--- config.mk ---
export PLATFORM = sky130hd
export DESIGN_NAME = nand_page_read_sequencer_top_flat
export DESIGN_NICKNAME = d
export VERILOG_FILES = /design/src/npr_pkg.sv /design/src/npr_if.sv /design/src/npr_step.sv /design/src/npr_emit.sv /design/src/nand_page_read_sequencer_top.sv /design/src/flat_wrapper.sv
export VERILOG_INCLUDE_DIRS = /design/src /design/src/src
export SDC_FILE = /design/constraint.sdc
export NUM_CORES = 1
export LEC_CHECK = 0
export BUFFER_PORTS_ARGS = -buffer_cell sky130_fd_sc_hd__buf_2
export CAP_MARGIN = 20
export CORE_MARGIN = 1.5
export CORE_UTILIZATION = 40
export CTS_BUF_LIST = sky130_fd_sc_hd__clkbuf_8 sky130_fd_sc_hd__clkbuf_16
export DETAILED_ROUTE_END_ITERATION = 10
export PLACE_DENSITY_LB_ADDON = 0.25
export SYNTH_ARGS = -nofsm -noshare
export SYNTH_HDL_FRONTEND = slang
export SYNTH_SLANG_ARGS = --single-unit
--- constraint.sdc ---
create_clock -name clk -period 9.9 [get_ports clk]
set_input_delay 0.495 -clock clk [delete_from_list [all_inputs] [get_ports clk]]
set_output_delay 0.495 -clock clk [all_outputs]
set_load 0.01 [all_outputs]
--- src/assert_macros.svh ---
// ----------------------------------------------------------------------------
// assert_macros
// Assertion helpers shared by the RTL modules.
// ----------------------------------------------------------------------------
// Every check is sampled on the rising edge of clk and is held off while
// rst_n is low.
`ifndef ASSERT_MACROS_SVH
`define ASSERT_MACROS_SVH

// Check a property that holds in the same cycle.
`define NPR_ASSERT(label, prop, msg) \
  label: assert property (@(posedge clk) disable iff (!rst_n) (prop)) else $error(msg);

// Check a condition that must hold in the cycle after a trigger.
`define NPR_ASSERT_NEXT(label, trig, cons, msg) \
  label: assert property (@(posedge clk) disable iff (!rst_n) (trig) |=> (cons)) else $error(msg);

`endif

--- src/npr_pkg.sv ---
// ----------------------------------------------------------------------------
// npr_pkg
// Types and constants for the NAND page read sequencer.
// ----------------------------------------------------------------------------
`default_nettype none

package npr_pkg;

  localparam int unsigned PAGE_BYTES = 2048;
  localparam int unsigned PAGE_SHIFT = $clog2(PAGE_BYTES);
  localparam int unsigned ADDR_W     = 32;
  localparam int unsigned STEP_W     = 4;

  localparam logic [7:0] NAND_READ0 = 8'h00;
  localparam logic [7:0] NAND_READ1 = 8'h30;

  typedef enum logic [1:0] {
    CMD_START = 2'd0,
    CMD_READY = 2'd1,
    CMD_DATA  = 2'd2
  } cmd_t;

  typedef enum logic [1:0] {
    PH_IDLE = 2'd0,
    PH_WAIT = 2'd1,
    PH_READ = 2'd2
  } phase_t;

  typedef enum logic [2:0] {
    ACT_SELECT   = 3'd0,
    ACT_CMD      = 3'd1,
    ACT_ADDR     = 3'd2,
    ACT_AWAIT    = 3'd3,
    ACT_STROBE   = 3'd4,
    ACT_DATA     = 3'd5,
    ACT_DESELECT = 3'd6
  } act_t;

  // Result sequence caused by one request
  typedef enum logic [2:0] {
    SEQ_START_EMPTY = 3'd0,  // select, deselect
    SEQ_START       = 3'd1,  // select, page setup
    SEQ_STROBE      = 3'd2,  // read strobe
    SEQ_DATA_DESEL  = 3'd3,  // data byte, deselect
    SEQ_DATA_SETUP  = 3'd4,  // data byte, page setup
    SEQ_DATA_STROBE = 3'd5   // data byte, read strobe
  } seq_t;

  typedef struct packed {
    seq_t              kind;
    logic [7:0]        data;
    logic [ADDR_W-1:0] index;
    logic [7:0]        col_lo;
    logic [7:0]        col_hi;
    logic [7:0]        pg0;
    logic [7:0]        pg1;
    logic [7:0]        pg2;
  } desc_t;

  function automatic logic [STEP_W-1:0] last_step(seq_t kind);
    logic [STEP_W-1:0] s;
    unique case (kind)
      SEQ_START_EMPTY: s = STEP_W'(1);
      SEQ_START:       s = STEP_W'(8);
      SEQ_STROBE:      s = STEP_W'(0);
      SEQ_DATA_DESEL:  s = STEP_W'(1);
      SEQ_DATA_SETUP:  s = STEP_W'(8);
      SEQ_DATA_STROBE: s = STEP_W'(1);
      default:         s = STEP_W'(0);
    endcase
    return s;
  endfunction

endpackage

`default_nettype wire

--- src/npr_if.sv ---
// ----------------------------------------------------------------------------
// npr_in_if / npr_out_if
// Valid/ready channels for requests and results of the page read sequencer.
// ----------------------------------------------------------------------------
`default_nettype none

interface npr_in_if;
  logic        valid;
  logic        ready;
  logic [1:0]  cmd;
  logic [31:0] start_address;
  logic [31:0] byte_count;
  logic        ready_bit;
  logic [7:0]  flash_byte;

  modport source (output valid, cmd, start_address, byte_count, ready_bit, flash_byte,
                  input ready);
  modport sink   (input valid, cmd, start_address, byte_count, ready_bit, flash_byte,
                  output ready);
endinterface

interface npr_out_if;
  logic        valid;
  logic        ready;
  logic [2:0]  action;
  logic [7:0]  bus_value;
  logic [31:0] dest_index;
  logic        last_of_run;

  modport source (output valid, action, bus_value, dest_index, last_of_run, input ready);
  modport sink   (input valid, action, bus_value, dest_index, last_of_run, output ready);
endinterface

`default_nettype wire

--- src/npr_step.sv ---
// ----------------------------------------------------------------------------
// npr_step
// Request decoder and sequencer state: phase, flash address, byte counts.
// ----------------------------------------------------------------------------
`default_nettype none
`include "assert_macros.svh"

module npr_step (
  input  wire logic           clk,
  input  wire logic           rst_n,
  npr_in_if.sink              in_req,
  input  wire logic           desc_ready,
  output logic                desc_load,
  output npr_pkg::desc_t      desc
);
  import npr_pkg::*;

  phase_t              phase_r, phase_nxt;
  logic [ADDR_W-1:0]   addr_r, addr_nxt;
  logic [ADDR_W-1:0]   done_r, done_nxt;
  logic [ADDR_W-1:0]   wanted_r, wanted_nxt;

  logic                accept;
  logic [ADDR_W-1:0]   addr_inc;
  logic [ADDR_W-1:0]   done_inc;
  logic                run_done;
  logic                page_wrap;
  logic                start_ok;
  logic                ready_ok;
  logic                data_ok;
  logic [ADDR_W-1:0]   sel_addr;
  logic [ADDR_W-1:0]   col;
  logic [ADDR_W-1:0]   page;

  assign in_req.ready = desc_ready;
  assign accept       = in_req.valid && desc_ready;

  assign addr_inc  = addr_r + ADDR_W'(1);
  assign done_inc  = done_r + ADDR_W'(1);
  assign run_done  = (done_inc == wanted_r);
  assign page_wrap = (addr_inc[PAGE_SHIFT-1:0] == '0);

  assign start_ok = accept && (in_req.cmd == CMD_START)
                    && (phase_r != PH_WAIT) && (phase_r != PH_READ);
  assign ready_ok = accept && (in_req.cmd == CMD_READY)
                    && (phase_r == PH_WAIT) && in_req.ready_bit;
  assign data_ok  = accept && (in_req.cmd == CMD_DATA) && (phase_r == PH_READ);

  // Column and page bytes of the start address or of the next byte's address
  assign sel_addr = (in_req.cmd == CMD_START) ? in_req.start_address : addr_inc;
  assign col      = sel_addr & ADDR_W'(PAGE_BYTES - 1);
  assign page     = sel_addr >> PAGE_SHIFT;

  // Next phase
  always_comb begin
    phase_nxt = phase_r;
    unique case (phase_r)
      PH_IDLE: begin
        if (start_ok && (in_req.byte_count != '0)) phase_nxt = PH_WAIT;
      end
      PH_WAIT: begin
        if (ready_ok) phase_nxt = PH_READ;
      end
      PH_READ: begin
        if (data_ok) begin
          if (run_done)       phase_nxt = PH_IDLE;
          else if (page_wrap) phase_nxt = PH_WAIT;
        end
      end
      default: begin
        if (start_ok && (in_req.byte_count != '0)) phase_nxt = PH_WAIT;
        else                                        phase_nxt = PH_IDLE;
      end
    endcase
  end

  // Result sequence and counters
  always_comb begin
    addr_nxt    = addr_r;
    done_nxt    = done_r;
    wanted_nxt  = wanted_r;
    desc_load   = 1'b0;
    desc.kind   = SEQ_STROBE;
    desc.data   = in_req.flash_byte;
    desc.index  = done_r;
    desc.col_lo = col[7:0];
    desc.col_hi = col[15:8];
    desc.pg0    = page[7:0];
    desc.pg1    = page[15:8];
    desc.pg2    = page[23:16];
    if (start_ok) begin
      desc_load  = 1'b1;
      addr_nxt   = in_req.start_address;
      wanted_nxt = in_req.byte_count;
      done_nxt   = '0;
      desc.kind  = (in_req.byte_count == '0) ? SEQ_START_EMPTY : SEQ_START;
    end else if (ready_ok) begin
      desc_load = 1'b1;
      desc.kind = SEQ_STROBE;
    end else if (data_ok) begin
      desc_load = 1'b1;
      addr_nxt  = addr_inc;
      done_nxt  = done_inc;
      if (run_done)       desc.kind = SEQ_DATA_DESEL;
      else if (page_wrap) desc.kind = SEQ_DATA_SETUP;
      else                desc.kind = SEQ_DATA_STROBE;
    end
  end

  always_ff @(posedge clk) begin
    if (!rst_n) begin
      phase_r  <= PH_IDLE;
      addr_r   <= '0;
      done_r   <= '0;
      wanted_r <= '0;
    end else begin
      phase_r  <= phase_nxt;
      addr_r   <= addr_nxt;
      done_r   <= done_nxt;
      wanted_r <= wanted_nxt;
    end
  end

  `NPR_ASSERT(a_run_open, (phase_r == PH_IDLE) || (done_r < wanted_r), "active run has no bytes left")
  `NPR_ASSERT_NEXT(a_strobe_reads, ready_ok, phase_r == PH_READ, "ready sample did not start reading")

endmodule

`default_nettype wire

--- src/npr_emit.sv ---
// ----------------------------------------------------------------------------
// npr_emit
// Steps through the results of one request and holds them in the output
// register until taken.
// ----------------------------------------------------------------------------
`default_nettype none
`include "assert_macros.svh"

module npr_emit (
  input  wire logic           clk,
  input  wire logic           rst_n,
  input  wire logic           desc_load,
  input  wire npr_pkg::desc_t desc,
  output logic                desc_ready,
  npr_out_if.source           out_res
);
  import npr_pkg::*;

  desc_t              desc_r;
  logic               desc_v_r, desc_v_nxt;
  logic [STEP_W-1:0]  step_r, step_nxt;
  logic [STEP_W-1:0]  step_end;
  logic               is_last;
  logic               emit_fire;

  logic               out_valid_r, out_valid_nxt;
  act_t               out_act_r;
  logic [7:0]         out_val_r;
  logic [ADDR_W-1:0]  out_idx_r;
  logic               out_last_r;

  act_t               res_act;
  logic [7:0]         res_val;
  logic [ADDR_W-1:0]  res_idx;

  assign step_end   = last_step(desc_r.kind);
  assign is_last    = (step_r == step_end);
  assign emit_fire  = desc_v_r && (!out_valid_r || out_res.ready);
  assign desc_ready = !desc_v_r || (emit_fire && is_last);

  always_comb begin
    desc_v_nxt = desc_v_r;
    step_nxt   = step_r;
    if (desc_load) begin
      desc_v_nxt = 1'b1;
      step_nxt   = '0;
    end else if (emit_fire && is_last) begin
      desc_v_nxt = 1'b0;
    end else if (emit_fire) begin
      step_nxt   = step_r + STEP_W'(1);
    end
    if (emit_fire)          out_valid_nxt = 1'b1;
    else if (out_res.ready) out_valid_nxt = 1'b0;
    else                    out_valid_nxt = out_valid_r;
  end

  // Result at the current step
  always_comb begin
    res_act = ACT_SELECT;
    res_val = '0;
    res_idx = '0;
    if (step_r == '0) begin
      case (desc_r.kind)
        SEQ_START_EMPTY, SEQ_START: res_act = ACT_SELECT;
        SEQ_STROBE:                 res_act = ACT_STROBE;
        default: begin
          res_act = ACT_DATA;
          res_val = desc_r.data;
          res_idx = desc_r.index;
        end
      endcase
    end else if (desc_r.kind == SEQ_START_EMPTY || desc_r.kind == SEQ_DATA_DESEL) begin
      res_act = ACT_DESELECT;
    end else if (desc_r.kind == SEQ_DATA_STROBE) begin
      res_act = ACT_STROBE;
    end else begin
      case (step_r)
        STEP_W'(1): begin res_act = ACT_CMD;  res_val = NAND_READ0;    end
        STEP_W'(2): begin res_act = ACT_ADDR; res_val = desc_r.col_lo; end
        STEP_W'(3): begin res_act = ACT_ADDR; res_val = desc_r.col_hi; end
        STEP_W'(4): begin res_act = ACT_ADDR; res_val = desc_r.pg0;    end
        STEP_W'(5): begin res_act = ACT_ADDR; res_val = desc_r.pg1;    end
        STEP_W'(6): begin res_act = ACT_ADDR; res_val = desc_r.pg2;    end
        STEP_W'(7): begin res_act = ACT_CMD;  res_val = NAND_READ1;    end
        default:    res_act = ACT_AWAIT;
      endcase
    end
  end

  always_ff @(posedge clk) begin
    if (!rst_n) begin
      desc_v_r    <= 1'b0;
      step_r      <= '0;
      out_valid_r <= 1'b0;
    end else begin
      desc_v_r    <= desc_v_nxt;
      step_r      <= step_nxt;
      out_valid_r <= out_valid_nxt;
    end
  end

  always_ff @(posedge clk) begin
    if (desc_load) desc_r <= desc;
    if (emit_fire) begin
      out_act_r  <= res_act;
      out_val_r  <= res_val;
      out_idx_r  <= res_idx;
      out_last_r <= is_last;
    end
  end

  assign out_res.valid       = out_valid_r;
  assign out_res.action      = out_act_r;
  assign out_res.bus_value   = out_val_r;
  assign out_res.dest_index  = out_idx_r;
  assign out_res.last_of_run = out_last_r;

  `NPR_ASSERT(a_step_range, !desc_v_r || (step_r <= step_end), "step past end of sequence")
  `NPR_ASSERT_NEXT(a_load_free, desc_load, desc_v_r && (step_r == '0), "request not loaded at step zero")
  `NPR_ASSERT_NEXT(a_emit_shown, emit_fire, out_valid_r, "emitted result not held for output")

endmodule

`default_nettype wire

--- src/nand_page_read_sequencer_top.sv ---
// ----------------------------------------------------------------------------
// nand_page_read_sequencer_top
// Large-page NAND read sequencer: select, 0x00, five address bytes, 0x30,
// await ready, then strobe and deliver bytes, re-addressing at each page.
// ----------------------------------------------------------------------------
//  port     | dir | carries
//  ---------+-----+--------------------------------------------------------
//  in_req   | in  | cmd, start_address, byte_count, ready_bit, flash_byte
//  out_res  | out | action, bus_value, dest_index, last_of_run
//
//  A request causes 1 to 9 results, and the output register is loaded
//  with one result per cycle while the output is not stalled. A request
//  with no results is accepted without loading a sequence.
//  The next request is taken in the cycle the last result of the previous
//  one enters the output register.
//  A stalled output holds its register and the pending sequence.
//  Reset (rst_n low, synchronous) returns to idle with no results pending.
// ----------------------------------------------------------------------------
`default_nettype none

module nand_page_read_sequencer_top (
  input  wire logic  clk,
  input  wire logic  rst_n,
  npr_in_if.sink     in_req,
  npr_out_if.source  out_res
);
  import npr_pkg::*;

  logic   desc_load;
  logic   desc_ready;
  desc_t  desc;

  npr_step u_step (
    .clk        (clk),
    .rst_n      (rst_n),
    .in_req     (in_req),
    .desc_ready (desc_ready),
    .desc_load  (desc_load),
    .desc       (desc)
  );

  npr_emit u_emit (
    .clk        (clk),
    .rst_n      (rst_n),
    .desc_load  (desc_load),
    .desc       (desc),
    .desc_ready (desc_ready),
    .out_res    (out_res)
  );

endmodule

`default_nettype wire

--- src/flat_wrapper.sv ---
// flat-port wrapper written by rule: the top's interface ports become plain ports
module nand_page_read_sequencer_top_flat import npr_pkg::*;
  (clk, rst_n, in_req_valid, in_req_cmd, in_req_start_address, in_req_byte_count, in_req_ready_bit, in_req_flash_byte, in_req_ready, out_res_valid, out_res_action, out_res_bus_value, out_res_dest_index, out_res_last_of_run, out_res_ready);
  npr_in_if in_req_i ();
  npr_out_if out_res_i ();
  input  wire logic clk;
  input  wire logic rst_n;
  input wire logic [$bits(in_req_i.valid)-1:0] in_req_valid;
  input wire logic [$bits(in_req_i.cmd)-1:0] in_req_cmd;
  input wire logic [$bits(in_req_i.start_address)-1:0] in_req_start_address;
  input wire logic [$bits(in_req_i.byte_count)-1:0] in_req_byte_count;
  input wire logic [$bits(in_req_i.ready_bit)-1:0] in_req_ready_bit;
  input wire logic [$bits(in_req_i.flash_byte)-1:0] in_req_flash_byte;
  output wire logic [$bits(in_req_i.ready)-1:0] in_req_ready;
  output wire logic [$bits(out_res_i.valid)-1:0] out_res_valid;
  output wire logic [$bits(out_res_i.action)-1:0] out_res_action;
  output wire logic [$bits(out_res_i.bus_value)-1:0] out_res_bus_value;
  output wire logic [$bits(out_res_i.dest_index)-1:0] out_res_dest_index;
  output wire logic [$bits(out_res_i.last_of_run)-1:0] out_res_last_of_run;
  input wire logic [$bits(out_res_i.ready)-1:0] out_res_ready;
  assign in_req_i.valid = in_req_valid;
  assign in_req_i.cmd = in_req_cmd;
  assign in_req_i.start_address = in_req_start_address;
  assign in_req_i.byte_count = in_req_byte_count;
  assign in_req_i.ready_bit = in_req_ready_bit;
  assign in_req_i.flash_byte = in_req_flash_byte;
  assign in_req_ready = in_req_i.ready;
  assign out_res_valid = out_res_i.valid;
  assign out_res_action = out_res_i.action;
  assign out_res_bus_value = out_res_i.bus_value;
  assign out_res_dest_index = out_res_i.dest_index;
  assign out_res_last_of_run = out_res_i.last_of_run;
  assign out_res_i.ready = out_res_ready;
  nand_page_read_sequencer_top u_core (.clk(clk), .rst_n(rst_n), .in_req(in_req_i), .out_res(out_res_i));
endmodule
==> flow_summary.toml <==
[drt]
wl_per_cell_um = 17.3
routed_wl_um = 27800
final_antenna_net_count = 0
drc = 0
drt_iter0_drc = 768
viasPerCell = 5.39
drt-pass1-iter-count = 5
num_vias = 8673

[grt]
grt_usage = 0.193
overflow = 0
grt_max_degree = 68
grt_pass1_vias = 7837
grt_pass1_wl_um = 43400
antenna_found_initial = 0

[pwr]
cellPowerDensity_nw_per_um2 = 174
power.share.sequential = 0.492
power.switching_mw = 0.538
combPwrFrac = 0.103
switching_share = 0.247
p_leak_nw = 4.38
ir_drop_v = 0.000110
p_int_mw = 1.64
pwr-share-clk = 0.404

[cells_and_area]
multi_input_area_um2 = 4890
num_antenna_cells = 0
area_growth_pct = 15.1
instances_no_fill = 1608
nFillCells = 2573
fin_util = 0.467
mostFrequentLayoutCells = "144 x nand2_1, 127 x a21oi_1, 125 x nor2_1, 124 x buf_2, 119 x edfxtp_1"
finalInstanceArea_um2 = 12500
drive_gt1_frac = 0.150
regArea_um2 = 5660
fin_nets = 1333
final_common_cell = "nand2_1"

[floorplan]
start_util = 0.406
ios = 125
fp.dieH_um = 168
core_um2 = 26900
dieArea_um2 = 28300
rows = 60
die_w_um = 168

[critical_path]
worstSetupPathType = "reg2reg"
worstPathArrival_ns = 3.80
crit_chain = "xor2_1, or4_1, a311oi_1, or2_2, o21ai_0, inv_2, buf_4"
max_stage_delay_ns = 0.65
crit_path_max_fanout = 61
cp_slowest_cell = "buf_4"
end_kind = "register"
critPathRequiredTime_ns = 10.05
start_kind = "register"

[cts]
clk_pin_slew_ns = 0.06
cts_root_buffer = "clkbuf_16"
numCtsBuffers = 25
cts_tree = "built"
cts_resized = 0
clockBufferDepth = 3
holdBufCountCts = 0
clock_latency_ns = 0.52
h-tree-depth = 1
cts_num_sinks = 223
cts_setup_buffers = 0

[synthesis]
synth-edff-count = 119
synth_ff_type = "edfxtp_1"
syn_nets = 1244
synth_top_area_cell = "edfxtp_1"
synth-seq-area-share = 0.519
synth_top_area_frac = 0.328
synthTopCellsByArea = "edfxtp_1 33%, dfxtp_1 19%, a21oi_1 5.8%, xnor2_1 5.4%, nand2_1 5.0%"
syn_inst = 1159
ys_types = 64
ys_seq_elements = 223
yosysWarnings = 0
synthArstFlopShare = 0
synth.avg_cell_area_um2 = 9.41
syn-cell-area_um2 = 10900

[timing]
drv_slew = 0
worst_pin_slew_ns = 0.992
hold_viol = 0
finalSetupTns_ns = 0
fin_skew_ns = 0.0146
max_freq_mhz = 274
whs_ns = 0.165
rsz0062_at_grt = "no"
setup_viol = 0
period_share = 0.368
slew_headroom = 0.339
fin_crit_ns = 3.65

[placement]
io_buffers = 124
dp_hpwl_um = 19800
dp_cells = 1562
postPlaceCellArea_um2 = 11800
gp_congestion = 0.931

[run_status]
status = "completed"

[worst_hold_path]
hold_class = "in2reg"

[job]
drv_cap = 0
[metal layers]
layer,wire length [um],global-route usage
met5,0,0
met3,2100,0.0256
met4,546,0.0462
met1,13900,0.305
met2,11300,0.277
[flip-flops by register name (all words and copies together) (netlist names), 2 cells and up]
name and cells:
u_core.u_emit.desc_r 75, u_core.u_emit.out_res.action 3, u_core.u_emit.out_res.bus_value 8, u_core.u_emit.out_res.dest_index 32
u_core.u_emit.step_r 4, u_core.u_step.addr_r 32, u_core.u_step.done_r 32, u_core.u_step.phase_r 2
u_core.u_step.wanted_r 32
[per-stage QoR]
step / power, mW / setup slack, ns
after floorplan: 1.23 / 6.20
after global placement: 1.31 / 6.38
after detailed placement: 1.32 / 6.32
after CTS: 2.20 / 6.28
after global routing: 2.26 / 5.97
final: 2.18 / 6.25
[cell type report]
class / instances / share of cell area
inverter: 24 / 0.00718
timing repair buffer: 133 / 0.0555
multi-input combinational: 841 / 0.390
tap: 341 / 0.0340
clock buffer: 26 / 0.0510
clock inverter: 20 / 0.0114
sequential: 223 / 0.451
[power by group through the flow]
stage               clock [mW]  combinational [mW]  sequential [mW]
floorplan                    0               0.141             1.09
global placement             0               0.222             1.09
detailed placement           0               0.226             1.09
CTS                      0.898               0.227             1.07
global route             0.937               0.250             1.08
finish                   0.881               0.225             1.07
[critical path, delay by kind of cell (launching register included)]
| kind | cells | cell delay [ns] |
|---|---|---|
| AO/OA/AOI/OAI | 2 | 0.78 |
| XOR/XNOR | 1 | 0.23 |
| buffers and inverters | 2 | 0.93 |
| flip-flops | 1 | 0.54 |
| AND/OR/NAND/NOR | 2 | 0.75 |
[final timing paths]
| kind | cells past startpoint | startpoint | to | slack, ns |
|---|---|---|---|---|
| hold reg to reg | 2 | u_core.u_step.wanted_r[16]$_SDFFE_PN0P_ | u_core.u_step.wanted_r[16]$_SDFFE_PN0P_ | 0.47 |
| hold / removal | 1 | in_req_flash_byte[1] | u_core.u_emit.desc_r[73]$_DFFE_PP_ | 0.17 |
| setup reg to reg | 7 | u_core.u_emit.desc_r[81]$_SDFFCE_PP0P_ | u_core.u_emit.desc_r[53]$_DFFE_PP_ | 6.25 |
| setup / recovery | 7 | u_core.u_emit.desc_r[81]$_SDFFCE_PP0P_ | u_core.u_emit.desc_r[53]$_DFFE_PP_ | 6.25 |
[Yosys cell counts (9+ instances only)]
| master | instances |
|---|---|
| nand2_1 | 144 |
| a21oi_1 | 127 |
| nor2_1 | 127 |
| edfxtp_1 | 119 |
| dfxtp_1 | 104 |
| xnor2_1 | 67 |
| clkbuf_1 | 52 |
| o21ai_0 | 46 |
| xor2_1 | 42 |
| and2_1 | 37 |
| nand3_1 | 30 |
| inv_1 | 24 |
| nor4_1 | 20 |
| nor3_1 | 19 |
| nand4_1 | 18 |
| and3_1 | 15 |
| a32oi_1 | 14 |
| nor2b_1 | 11 |
| a22oi_1 | 9 |
| buf_1 | 9 |
| or3_1 | 9 |
[kinds of logic (layout without fill, tap and decap cells)]
kind of cell,after synthesis,in the layout,share of synthesized area
flip-flops,223,223,0.519
AO/OA/AOI/OAI,252,252,0.139
multiplexers,3,3,0.00287
XOR/XNOR,109,109,0.0876
adder cells (fa/ha/maj),9,9,0.00964
AND/OR/NAND/NOR,468,468,0.207
buffers and inverters,95,203,0.0343
No activity file was read; power rests on OpenSTA's default activity.
